===== src/design/burh_pkg.sv =====
`timescale 1ns / 1ps

package burh_pkg;

  // Ring depth must stay a power of two: ring offsets wrap by truncation.
  localparam int RING_DEPTH = 64;
  localparam int IW         = $clog2(RING_DEPTH);
  localparam int DW         = IW + 1;
  localparam int LIM_MAX    = RING_DEPTH - 1;

  localparam int OPW  = 3;
  localparam int ESW  = 24;
  localparam int SUMW = 32;
  localparam int CLW  = 6;
  localparam int BLW  = 32;
  localparam int OUTW = 6;

  typedef enum logic [OPW-1:0] {
    OP_EXECUTE      = 3'd0,
    OP_UNDO         = 3'd1,
    OP_REDO         = 3'd2,
    OP_MARK_CLEAN   = 3'd3,
    OP_APPLY_LIMITS = 3'd4
  } op_t;

  typedef enum logic [1:0] {
    REG_MAX_ENTRIES = 2'd0,
    REG_BYTE_LIMIT  = 2'd1
  } reg_idx_t;

  typedef struct packed {
    logic            we;
    logic [IW-1:0]   waddr;
    logic [ESW-1:0]  wdata;
    logic [IW-1:0]   raddr;
  } ring_req_t;

  typedef struct packed {
    logic [OUTW-1:0] undo_entries;
    logic [OUTW-1:0] redo_entries;
    logic [SUMW-1:0] undo_bytes;
    logic [SUMW-1:0] redo_bytes;
    logic            potential_clean;
    logic            marker_valid;
  } result_t;

endpackage


===== src/design/burh_ring.sv =====
`timescale 1ns / 1ps

module burh_ring
  import burh_pkg::*;
(
  input  logic            clk,
  input  ring_req_t       req,
  output logic [ESW-1:0]  rdata
);

  logic [ESW-1:0] mem [RING_DEPTH];
  logic [ESW-1:0] rdata_r;

  always_ff @(posedge clk) begin
    if (req.we) begin
      mem[req.waddr] <= req.wdata;
    end
    rdata_r <= mem[req.raddr];
  end

  assign rdata = rdata_r;

endmodule


===== src/design/burh_ctrl.sv =====
`timescale 1ns / 1ps

module burh_ctrl
  import burh_pkg::*;
(
  input  logic            clk,
  input  logic            rst_n,
  input  logic            in_valid,
  output logic            in_ready,
  input  op_t             in_op,
  input  logic [ESW-1:0]  in_size,
  input  logic            in_ok,
  input  logic [CLW-1:0]  max_entries,
  input  logic [BLW-1:0]  byte_limit,
  output ring_req_t       ring_req,
  input  logic [ESW-1:0]  ring_rdata,
  input  logic            res_free,
  output logic            res_load,
  output result_t         res
);

  typedef enum logic [5:0] {
    S_IDLE  = 6'b000001,
    S_READ  = 6'b000010,
    S_EXEC  = 6'b000100,
    S_PREP  = 6'b001000,
    S_EVICT = 6'b010000,
    S_DONE  = 6'b100000
  } state_t;

  state_t          state_r, state_nxt;
  op_t             op_r, op_nxt;
  logic [ESW-1:0]  size_r, size_nxt;
  logic            ok_r, ok_nxt;
  logic [IW-1:0]   oldest_r, oldest_nxt;
  logic [DW-1:0]   undo_r, undo_nxt;
  logic [DW-1:0]   redo_r, redo_nxt;
  logic [SUMW-1:0] usum_r, usum_nxt;
  logic [SUMW-1:0] rsum_r, rsum_nxt;
  logic [DW-1:0]   mark_r, mark_nxt;
  logic            held_r, held_nxt;
  logic            pot_r, pot_nxt;
  logic [DW-1:0]   before_r, before_nxt;
  logic [DW-1:0]   cnt_room_r, cnt_room_nxt;
  logic [SUMW-1:0] room_r, room_nxt;

  logic [DW-1:0]   lim;
  logic            cnt_ex, byte_ex, drop;
  logic [DW-1:0]   delta;
  logic [DW-1:0]   undo_dec, undo_inc;
  logic [SUMW-1:0] q_ext;

  assign lim = (DW'(max_entries) > DW'(LIM_MAX)) ? DW'(LIM_MAX) : DW'(max_entries);
  assign q_ext    = SUMW'(ring_rdata);
  assign undo_dec = undo_r - DW'(1);
  assign undo_inc = undo_r + DW'(1);

  // one eviction per cycle: ring data is the size at oldest_r
  assign cnt_ex  = undo_r > cnt_room_r;
  assign byte_ex = (usum_r > room_r) && (undo_r != '0);
  assign drop    = cnt_ex || byte_ex;
  assign delta   = before_r - undo_r;

  assign in_ready = (state_r == S_IDLE);
  assign res_load = (state_r == S_DONE) && res_free;

  assign res.undo_entries    = undo_r[OUTW-1:0];
  assign res.redo_entries    = redo_r[OUTW-1:0];
  assign res.undo_bytes      = usum_r;
  assign res.redo_bytes      = rsum_r;
  assign res.potential_clean = pot_r;
  assign res.marker_valid    = held_r;

  always_comb begin
    ring_req.we    = 1'b0;
    ring_req.waddr = oldest_r + undo_r[IW-1:0];
    ring_req.wdata = size_r;
    ring_req.raddr = oldest_r;
    case (state_r)
      S_READ: begin
        if (op_r == OP_UNDO) begin
          ring_req.raddr = oldest_r + undo_dec[IW-1:0];
        end else begin
          ring_req.raddr = oldest_r + undo_r[IW-1:0];
        end
      end
      S_EXEC: begin
        ring_req.we = (op_r == OP_EXECUTE) && ok_r;
      end
      S_EVICT: begin
        if (drop) begin
          ring_req.raddr = oldest_r + IW'(1);
        end
      end
      default: begin
        ring_req.raddr = oldest_r;
      end
    endcase
  end

  always_comb begin
    state_nxt    = state_r;
    op_nxt       = op_r;
    size_nxt     = size_r;
    ok_nxt       = ok_r;
    oldest_nxt   = oldest_r;
    undo_nxt     = undo_r;
    redo_nxt     = redo_r;
    usum_nxt     = usum_r;
    rsum_nxt     = rsum_r;
    mark_nxt     = mark_r;
    held_nxt     = held_r;
    pot_nxt      = pot_r;
    before_nxt   = before_r;
    cnt_room_nxt = cnt_room_r;
    room_nxt     = room_r;

    case (state_r)
      S_IDLE: begin
        if (in_valid) begin
          op_nxt    = in_op;
          size_nxt  = in_size;
          ok_nxt    = in_ok;
          pot_nxt   = 1'b0;
          state_nxt = S_READ;
        end
      end

      S_READ: begin
        state_nxt = S_EXEC;
      end

      S_EXEC: begin
        state_nxt = S_PREP;
        case (op_r)
          OP_EXECUTE: begin
            redo_nxt = '0;
            rsum_nxt = '0;
            if (ok_r) begin
              if (held_r && (mark_r > undo_r)) begin
                held_nxt = 1'b0;
              end
              undo_nxt = undo_inc;
              usum_nxt = usum_r + SUMW'(size_r);
            end else begin
              oldest_nxt = oldest_r + undo_r[IW-1:0];
              undo_nxt   = '0;
              usum_nxt   = '0;
              if (held_r && (mark_r != '0)) begin
                held_nxt = 1'b0;
              end
            end
          end
          OP_UNDO: begin
            if (undo_r != '0) begin
              if (ok_r) begin
                undo_nxt = undo_dec;
                usum_nxt = usum_r - q_ext;
                redo_nxt = redo_r + DW'(1);
                rsum_nxt = rsum_r + q_ext;
                pot_nxt  = held_r && ((undo_dec == mark_r) || (undo_r == mark_r));
              end else begin
                // top entry and the rest of undo go; redo stays
                if (held_r) begin
                  if (mark_r <= undo_dec) begin
                    held_nxt = 1'b0;
                  end else begin
                    mark_nxt = mark_r - undo_r;
                  end
                end
                oldest_nxt = oldest_r + undo_r[IW-1:0];
                undo_nxt   = '0;
                usum_nxt   = '0;
              end
            end
          end
          OP_REDO: begin
            if (redo_r != '0) begin
              if (ok_r) begin
                redo_nxt = redo_r - DW'(1);
                rsum_nxt = rsum_r - q_ext;
                undo_nxt = undo_inc;
                usum_nxt = usum_r + q_ext;
                pot_nxt  = held_r && ((undo_inc == mark_r) ||
                                      (undo_inc == mark_r + DW'(1)));
              end else begin
                if (held_r && (mark_r > undo_r)) begin
                  held_nxt = 1'b0;
                end
                redo_nxt = '0;
                rsum_nxt = '0;
              end
            end
          end
          OP_MARK_CLEAN: begin
            mark_nxt = undo_r;
            held_nxt = 1'b1;
          end
          default: begin
            state_nxt = S_PREP;
          end
        endcase
      end

      S_PREP: begin
        before_nxt   = undo_r;
        cnt_room_nxt = lim - redo_r;
        room_nxt     = byte_limit - rsum_r;
        if ((redo_r >= lim) || (rsum_r >= byte_limit)) begin
          oldest_nxt = oldest_r + undo_r[IW-1:0];
          undo_nxt   = '0;
          usum_nxt   = '0;
        end
        state_nxt = S_EVICT;
      end

      S_EVICT: begin
        if (drop) begin
          usum_nxt   = usum_r - q_ext;
          oldest_nxt = oldest_r + IW'(1);
          undo_nxt   = undo_dec;
        end else begin
          if (held_r) begin
            if (mark_r >= delta) begin
              mark_nxt = mark_r - delta;
            end else begin
              held_nxt = 1'b0;
            end
          end
          state_nxt = S_DONE;
        end
      end

      S_DONE: begin
        if (res_free) begin
          state_nxt = S_IDLE;
        end
      end

      default: begin
        state_nxt = S_IDLE;
      end
    endcase
  end

  always_ff @(posedge clk) begin
    if (!rst_n) begin
      state_r  <= S_IDLE;
      oldest_r <= '0;
      undo_r   <= '0;
      redo_r   <= '0;
      usum_r   <= '0;
      rsum_r   <= '0;
      mark_r   <= '0;
      held_r   <= 1'b0;
    end else begin
      state_r  <= state_nxt;
      oldest_r <= oldest_nxt;
      undo_r   <= undo_nxt;
      redo_r   <= redo_nxt;
      usum_r   <= usum_nxt;
      rsum_r   <= rsum_nxt;
      mark_r   <= mark_nxt;
      held_r   <= held_nxt;
    end
  end

  always_ff @(posedge clk) begin
    op_r       <= op_nxt;
    size_r     <= size_nxt;
    ok_r       <= ok_nxt;
    pot_r      <= pot_nxt;
    before_r   <= before_nxt;
    cnt_room_r <= cnt_room_nxt;
    room_r     <= room_nxt;
  end

`ifndef NO_ASSERTIONS
  a_ring_bound: assert property (@(posedge clk) disable iff (!rst_n)
    (state_r == S_IDLE) |-> ((DW+1)'(undo_r) + (DW+1)'(redo_r) <= (DW+1)'(LIM_MAX)))
    else $error("undo plus redo entries exceed ring bound");

  a_drop_nonempty: assert property (@(posedge clk) disable iff (!rst_n)
    ((state_r == S_EVICT) && drop) |-> (undo_r != '0))
    else $error("eviction from empty undo stack");

  a_undo_sum_zero: assert property (@(posedge clk) disable iff (!rst_n)
    ((state_r == S_IDLE) && (undo_r == '0)) |-> (usum_r == '0))
    else $error("undo bytes nonzero with empty undo stack");

  a_redo_sum_zero: assert property (@(posedge clk) disable iff (!rst_n)
    ((state_r == S_IDLE) && (redo_r == '0)) |-> (rsum_r == '0))
    else $error("redo bytes nonzero with empty redo stack");

  a_load_returns: assert property (@(posedge clk) disable iff (!rst_n)
    res_load |=> (state_r == S_IDLE))
    else $error("sequencer did not return to idle after result load");
`endif

endmodule


===== src/design/bounded_undo_redo_history_core.sv =====
`timescale 1ns / 1ps

// Bounded undo/redo history: entry sizes live in a 64-word ring (one write, one
// registered read port) holding the undo stack with the redo stack above it, plus
// running byte totals; the entry-count and byte limits are written over the APB port;
// the user must write them only while the block is idle; it is not enforced.
// An accepted input transaction passes the read, execute and prepare states, then the
// eviction state, which evicts oldest undo entries over the limits, then the done state
// until its result is loaded, then idle. The eviction walk reads one ring word per
// cycle through a single subtract unit. The block takes no new input transaction until
// the result is loaded into the output register, which waits while a previous result
// is still unaccepted. No clearing pass follows reset.
module bounded_undo_redo_history_core
  import burh_pkg::*;
(
  input  logic        clk,
  input  logic        rst_n,
  input  logic        in_tvalid,
  output logic        in_tready,
  input  logic [31:0] in_tdata,   // operation[2:0], entry_size[26:3], zero pad
  input  logic [0:0]  in_tuser,   // action_ok[0]
  output logic        out_tvalid,
  input  logic        out_tready,
  // undo_entries[5:0], redo_entries[11:6], undo_bytes[43:12], redo_bytes[75:44], pad
  output logic [79:0] out_tdata,
  output logic [1:0]  out_tuser,  // potential_clean[0], marker_valid[1]
  input  logic        cfg_psel,
  input  logic        cfg_penable,
  input  logic        cfg_pwrite,
  input  logic [2:0]  cfg_paddr,
  input  logic [31:0] cfg_pwdata,
  output logic [31:0] cfg_prdata,
  output logic        cfg_pready
);

  logic [CLW-1:0]  max_entries_r;
  logic [BLW-1:0]  byte_limit_r;
  logic            cfg_wr;
  reg_idx_t        cfg_idx;

  ring_req_t       ring_req;
  logic [ESW-1:0]  ring_rdata;

  logic            res_free, res_load;
  result_t         res;
  result_t         out_r;
  logic            out_valid_r;

  assign cfg_pready = 1'b1;
  assign cfg_wr     = cfg_psel && cfg_penable && cfg_pwrite && cfg_pready;
  assign cfg_idx    = cfg_paddr[2] ? REG_BYTE_LIMIT : REG_MAX_ENTRIES;

  always_ff @(posedge clk) begin
    if (!rst_n) begin
      max_entries_r <= CLW'(LIM_MAX);
      byte_limit_r  <= '1;
    end else if (cfg_wr) begin
      case (cfg_idx)
        REG_MAX_ENTRIES: max_entries_r <= cfg_pwdata[CLW-1:0];
        REG_BYTE_LIMIT:  byte_limit_r  <= cfg_pwdata[BLW-1:0];
        default: begin
          max_entries_r <= max_entries_r;
        end
      endcase
    end
  end

  always_comb begin
    case (cfg_idx)
      REG_MAX_ENTRIES: cfg_prdata = 32'(max_entries_r);
      REG_BYTE_LIMIT:  cfg_prdata = byte_limit_r;
      default:         cfg_prdata = '0;
    endcase
  end

  burh_ring u_ring (
    .clk   (clk),
    .req   (ring_req),
    .rdata (ring_rdata)
  );

  burh_ctrl u_ctrl (
    .clk         (clk),
    .rst_n       (rst_n),
    .in_valid    (in_tvalid),
    .in_ready    (in_tready),
    .in_op       (op_t'(in_tdata[OPW-1:0])),
    .in_size     (in_tdata[OPW+ESW-1:OPW]),
    .in_ok       (in_tuser[0]),
    .max_entries (max_entries_r),
    .byte_limit  (byte_limit_r),
    .ring_req    (ring_req),
    .ring_rdata  (ring_rdata),
    .res_free    (res_free),
    .res_load    (res_load),
    .res         (res)
  );

  assign res_free = !out_valid_r || out_tready;

  always_ff @(posedge clk) begin
    if (!rst_n) begin
      out_valid_r <= 1'b0;
    end else if (res_load) begin
      out_valid_r <= 1'b1;
    end else if (out_tready) begin
      out_valid_r <= 1'b0;
    end
  end

  always_ff @(posedge clk) begin
    if (res_load) begin
      out_r <= res;
    end
  end

  assign out_tvalid = out_valid_r;
  assign out_tdata  = {4'b0, out_r.redo_bytes, out_r.undo_bytes,
                       out_r.redo_entries, out_r.undo_entries};
  assign out_tuser  = {out_r.marker_valid, out_r.potential_clean};

endmodule


===== config.mk =====
export PLATFORM = sky130hd
export DESIGN_NAME = bounded_undo_redo_history_core
export DESIGN_NICKNAME = d
export VERILOG_FILES = /design/src/design/burh_pkg.sv /design/src/design/burh_ring.sv /design/src/design/burh_ctrl.sv /design/src/design/bounded_undo_redo_history_core.sv
export SDC_FILE = /design/constraint.sdc
export NUM_CORES = 2
export LEC_CHECK = 0
export BUFFER_PORTS_ARGS = -buffer_cell sky130_fd_sc_hd__buf_2
export CAP_MARGIN = 20
export CELL_PAD_IN_SITES_DETAIL_PLACEMENT = 0
export CELL_PAD_IN_SITES_GLOBAL_PLACEMENT = 1
export CORE_MARGIN = 2
export CORE_UTILIZATION = 29
export CTS_CLUSTER_SIZE = 10
export DETAILED_ROUTE_END_ITERATION = 8
export PLACE_DENSITY = 0.56
export SLEW_MARGIN = 20
export SYNTH_ARGS = -nofsm -noshare
export SYNTH_HDL_FRONTEND = slang
export SYNTH_SLANG_ARGS = --single-unit

===== constraint.sdc =====
create_clock -name clk -period 4.5 [get_ports clk]
set_input_delay 0.675 -clock clk [delete_from_list [all_inputs] [get_ports clk]]
set_output_delay 0.675 -clock clk [all_outputs]
set_load 0.05 [all_outputs]

==> flow_metrics.py <==
metrics = {
    "global_routing": {
        "first_global_vias": 57700,
        "grt_pass1_wl_mm": 436,
        "global_route.usage.total": 0.206,
        "grt-ovfl-total": 0,
        "grt_max_degree": 65,
        "antenna_found_initial": 19,
    },
    "logic_synthesis": {
        "synth_seq_area_share": 0.645,
        "synthArstFlopShare": 0,
        "netlist_instances": 6310,
        "synth_seq_cells": 1850,
        "avgSynthCellArea_um2": 13.3,
        "synth_warnings": 0,
        "synth_edf_count": 1689,
        "syn-cell-area_um2": 83600,
        "ys.flop_type": "edfxtp_1",
        "ys_types": 89,
    },
    "place": {
        "port_buffers": 179,
        "place_congestion": 0.880,
        "post-place-ws_ns": -1.47,
        "dp_hpwl_mm": 211,
        "place_area_um2": 95700,
    },
    "sta": {
        "fin_crit_ns": 4.85,
        "worstMarginPinSlew_ns": 1.05,
        "fin_worst_skew_ns": 0.120,
        "setup_tns_ns": -5.04,
        "hold_violations": 0,
        "rsz0062_at_grt": "yes",
        "min_period_over_period": 1.08,
        "max_freq_ghz": 0.206,
        "fin_ws_ns": -0.349,
        "setup_violations": 23,
        "maxSlewHeadroom": 0.296,
        "drv_slew": 0,
    },
    "setup_path": {
        "crit_top_cell": "buf_12",
        "crit_path_max_incr_delay_ns": 0.64,
        "crit_slowest_cell": "or4_1",
        "crit_buf_inv": 8,
        "end_kind": "flip-flop",
        "worstSetupPathType": "flip-flop to flip-flop",
        "crit_chain": "inv_2, ha_4, nand4_1, nor4_4, buf_6, o311ai_4, a31o_4, o211ai_4, buf_2, a21oi_1, nor4_2, buf_4, buf_4, nand2b_1, buf_12, nor3_2, buf_12, buf_12, nand3_1, nand4_1, or4_1",
        "startpoint_type": "flip-flop",
        "crit_required_ns": 5.26,
        "worstPathMaxFanout": 16,
        "crit_arrival_ns": 5.61,
        "cp_top_family": "simple AND/OR/NAND/NOR gates",
    },
    "cts": {
        "clkTransAtPathRegs_ns": 0.06,
        "cts_sinks": 1850,
        "clk_path_buf_depth": 4,
        "clock-root-buffer": "clkbuf_16",
        "insertion_delay_ns": 0.90,
        "tritoncts": "done",
        "h-tree-depth": 4,
        "cts_made_buffers": 215,
    },
    "final_layout": {
        "syn_to_final_growth_pct": 25.4,
        "final_nets": 7655,
        "final_util": 0.365,
        "drive_gt1_frac": 0.222,
        "stdcell_area_um2": 105000,
    },
    "min_path": {
        "hp-class": "input port to flip-flop",
    },
    "power": {
        "p_seq_frac": 0.511,
        "swShare": 0.234,
        "vdd_drop_max_uv": 322,
        "finalPower_mw": 37.8,
        "combPwrFrac": 0.069,
        "intPower_mw": 28.9,
        "pwr-share-clk": 0.420,
        "powerDensity_nw_per_um2": 360,
        "leakage_nw": 37.6,
        "switching_power_mw": 8.84,
    },
    "routing": {
        "post_drt_wl_per_cell_um": 27.5,
        "drc": 0,
        "drtPass1Iterations": 6,
        "wl_mm": 309,
        "via_count": 58500,
        "antenna_left": 0,
        "drt-vias-per-instance": 5.20,
        "drtIter0Drc": 5421,
    },
    "floorplanning": {
        "boundaryPins": 192,
        "start_util": 0.291,
        "die_w_um": 541,
        "fp-row-count": 197,
        "placeableCoreArea_um2": 287000,
        "die_y_um": 541,
        "die_area_um2": 293000,
    },
    "status": {
        "status": "complete, but fails checks",
        "violations": "setup timing",
    },
    "flow_run": {
        "cap_violations": 0,
    },
}
[final cells by class]
cell class / count / area (um^2)
Antenna cell: 7 / 17.5
Clock inverter: 13 / 153
Multi-Input combinational cell: 3903 / 28900
Tap cell: 3781 / 4730
Sequential cell: 1850 / 54000
Clock buffer: 332 / 5910
Fill cell: 27600 / 183000
Inverter: 211 / 792
Timing Repair Buffer: 1144 / 10400
[cell usage in the layout, fill, tap and decap left out, drive strengths merged, types with 31 or more instances in the layout]
cell,synthesis,final
nor2,278,278
nor3,57,57
o21ai,136,136
a211o,54,54
and2,112,112
a221o,62,62
a211oi,124,124
buf,139,1112
nand4,73,73
a31oi,65,65
edfxtp,1689,1689
xor2,38,38
a21oi,246,246
nand2b,31,31
a311oi,58,58
nand2,673,673
dfxtp,161,161
and3,87,87
ha,243,243
inv,211,216
a21o,61,61
xnor2,106,106
o211ai,42,42
mux2i,586,586
o21bai,37,37
nor4,39,39
nand3,230,230
a2111oi,55,55
clkbuf,210,333
a221oi,57,57
[worst min-delay path: cells and delay by family]
family | cells | cell delay, ns
AND/OR/NAND/NOR | 2 | 0.11
buffers and inverters | 1 | 0.08
[power groups by stage]
stage	logic, mW	clock network, mW	registers [mW]
4_1_cts	2.58	16.1	19.3
6_report	2.60	15.8	19.3
3_3_place_gp	2.43	0	19.7
5_1_grt	2.77	16.8	19.3
2_1_floorplan	1.04	0	19.8
3_5_place_dp	2.45	0	19.7
[path summary, 6_finish.rpt]
path,startpoint,endpoint,slack [ns],cells after the start
min,cfg_pwdata[25],byte_limit_r[25],0.07,3
min reg2reg,u_ctrl.rsum_r[29],out_tdata[73],0.49,0
max reg2reg,u_ctrl.room_r[18],u_ring.rdata[18],-0.35,21
max,u_ctrl.room_r[18],u_ring.rdata[18],-0.35,21
[per-stage QoR]
step           hold WS, ns  cells
3_3_place_gp         0.469  10800
6_report            0.0721  11200
5_1_grt             0.0405  11200
2_1_floorplan        0.400   6313
4_1_cts            0.00961  11200
3_5_place_dp         0.470  10800
[state kept, by name, summed over array words and instances, names as in the netlist, 24 cells and up]
signal / count
byte_limit_r: 32
u_ctrl.size_r: 24
u_ring.mem: 1536
out_tdata: 76
u_ctrl.rsum_r: 32
u_ctrl.usum_r: 32
u_ring.rdata: 24
u_ctrl.room_r: 32
[cell families (layout without fill, tap and decap cells)]
group	Yosys count	after routing	share of synthesized area
DFF	1850	1850	0.645
xor gates and xnor gates	144	144	0.0151
other	2	12	0.0000898
and+or+nand+nor	1697	1697	0.0957
buffers and inverters	560	1700	0.0290
AOI/OAI and AO/OA	1211	1211	0.105
muxes	591	591	0.0708
adders and majority gates	255	255	0.0392
[routing by layer]
layer  share of wire  wire (um)  track usage
met5        0.000058         18            0
met4           0.036      11100       0.0665
met3           0.059      18300       0.0270
met2            0.48     148000        0.347
met1            0.43     132000        0.273
[cells in the mapped netlist, drive strengths merged, types with 29 or more instances]
cell type | number | area share
a2111oi | 55 | 0.0059
a211o | 54 | 0.0057
a211oi | 124 | 0.012
a21o | 61 | 0.0055
a21oi | 246 | 0.015
a221o | 62 | 0.0074
a221oi | 57 | 0.0060
a311oi | 58 | 0.0061
a31oi | 65 | 0.0050
and2 | 112 | 0.0084
and3 | 87 | 0.0065
buf | 139 | 0.010
clkbuf | 210 | 0.0095
dfxtp | 161 | 0.039
edfxtp | 1689 | 0.61
ha | 243 | 0.036
inv | 211 | 0.0095
mux2i | 586 | 0.070
nand2 | 673 | 0.030
nand2b | 31 | 0.0023
nand3 | 230 | 0.014
nand4 | 73 | 0.0055
nor2 | 278 | 0.013
nor2b | 29 | 0.0022
nor3 | 57 | 0.0034
nor4 | 39 | 0.0031
o211ai | 42 | 0.0039
o21ai | 136 | 0.0081
o21bai | 37 | 0.0033
or4 | 29 | 0.0026
xnor2 | 106 | 0.011
xor2 | 38 | 0.0040
[what timing repair did]
item                                    CTS  global route
cloned                                   12             1
hold endpoints to repair                 27             0
buffers inserted                         97            16
hold buffers                             27             0
endpoints found under the setup margin   40            44
pin swaps                               117            58
gates resized for setup                 217           108
(Power assumes the default switching activity.)
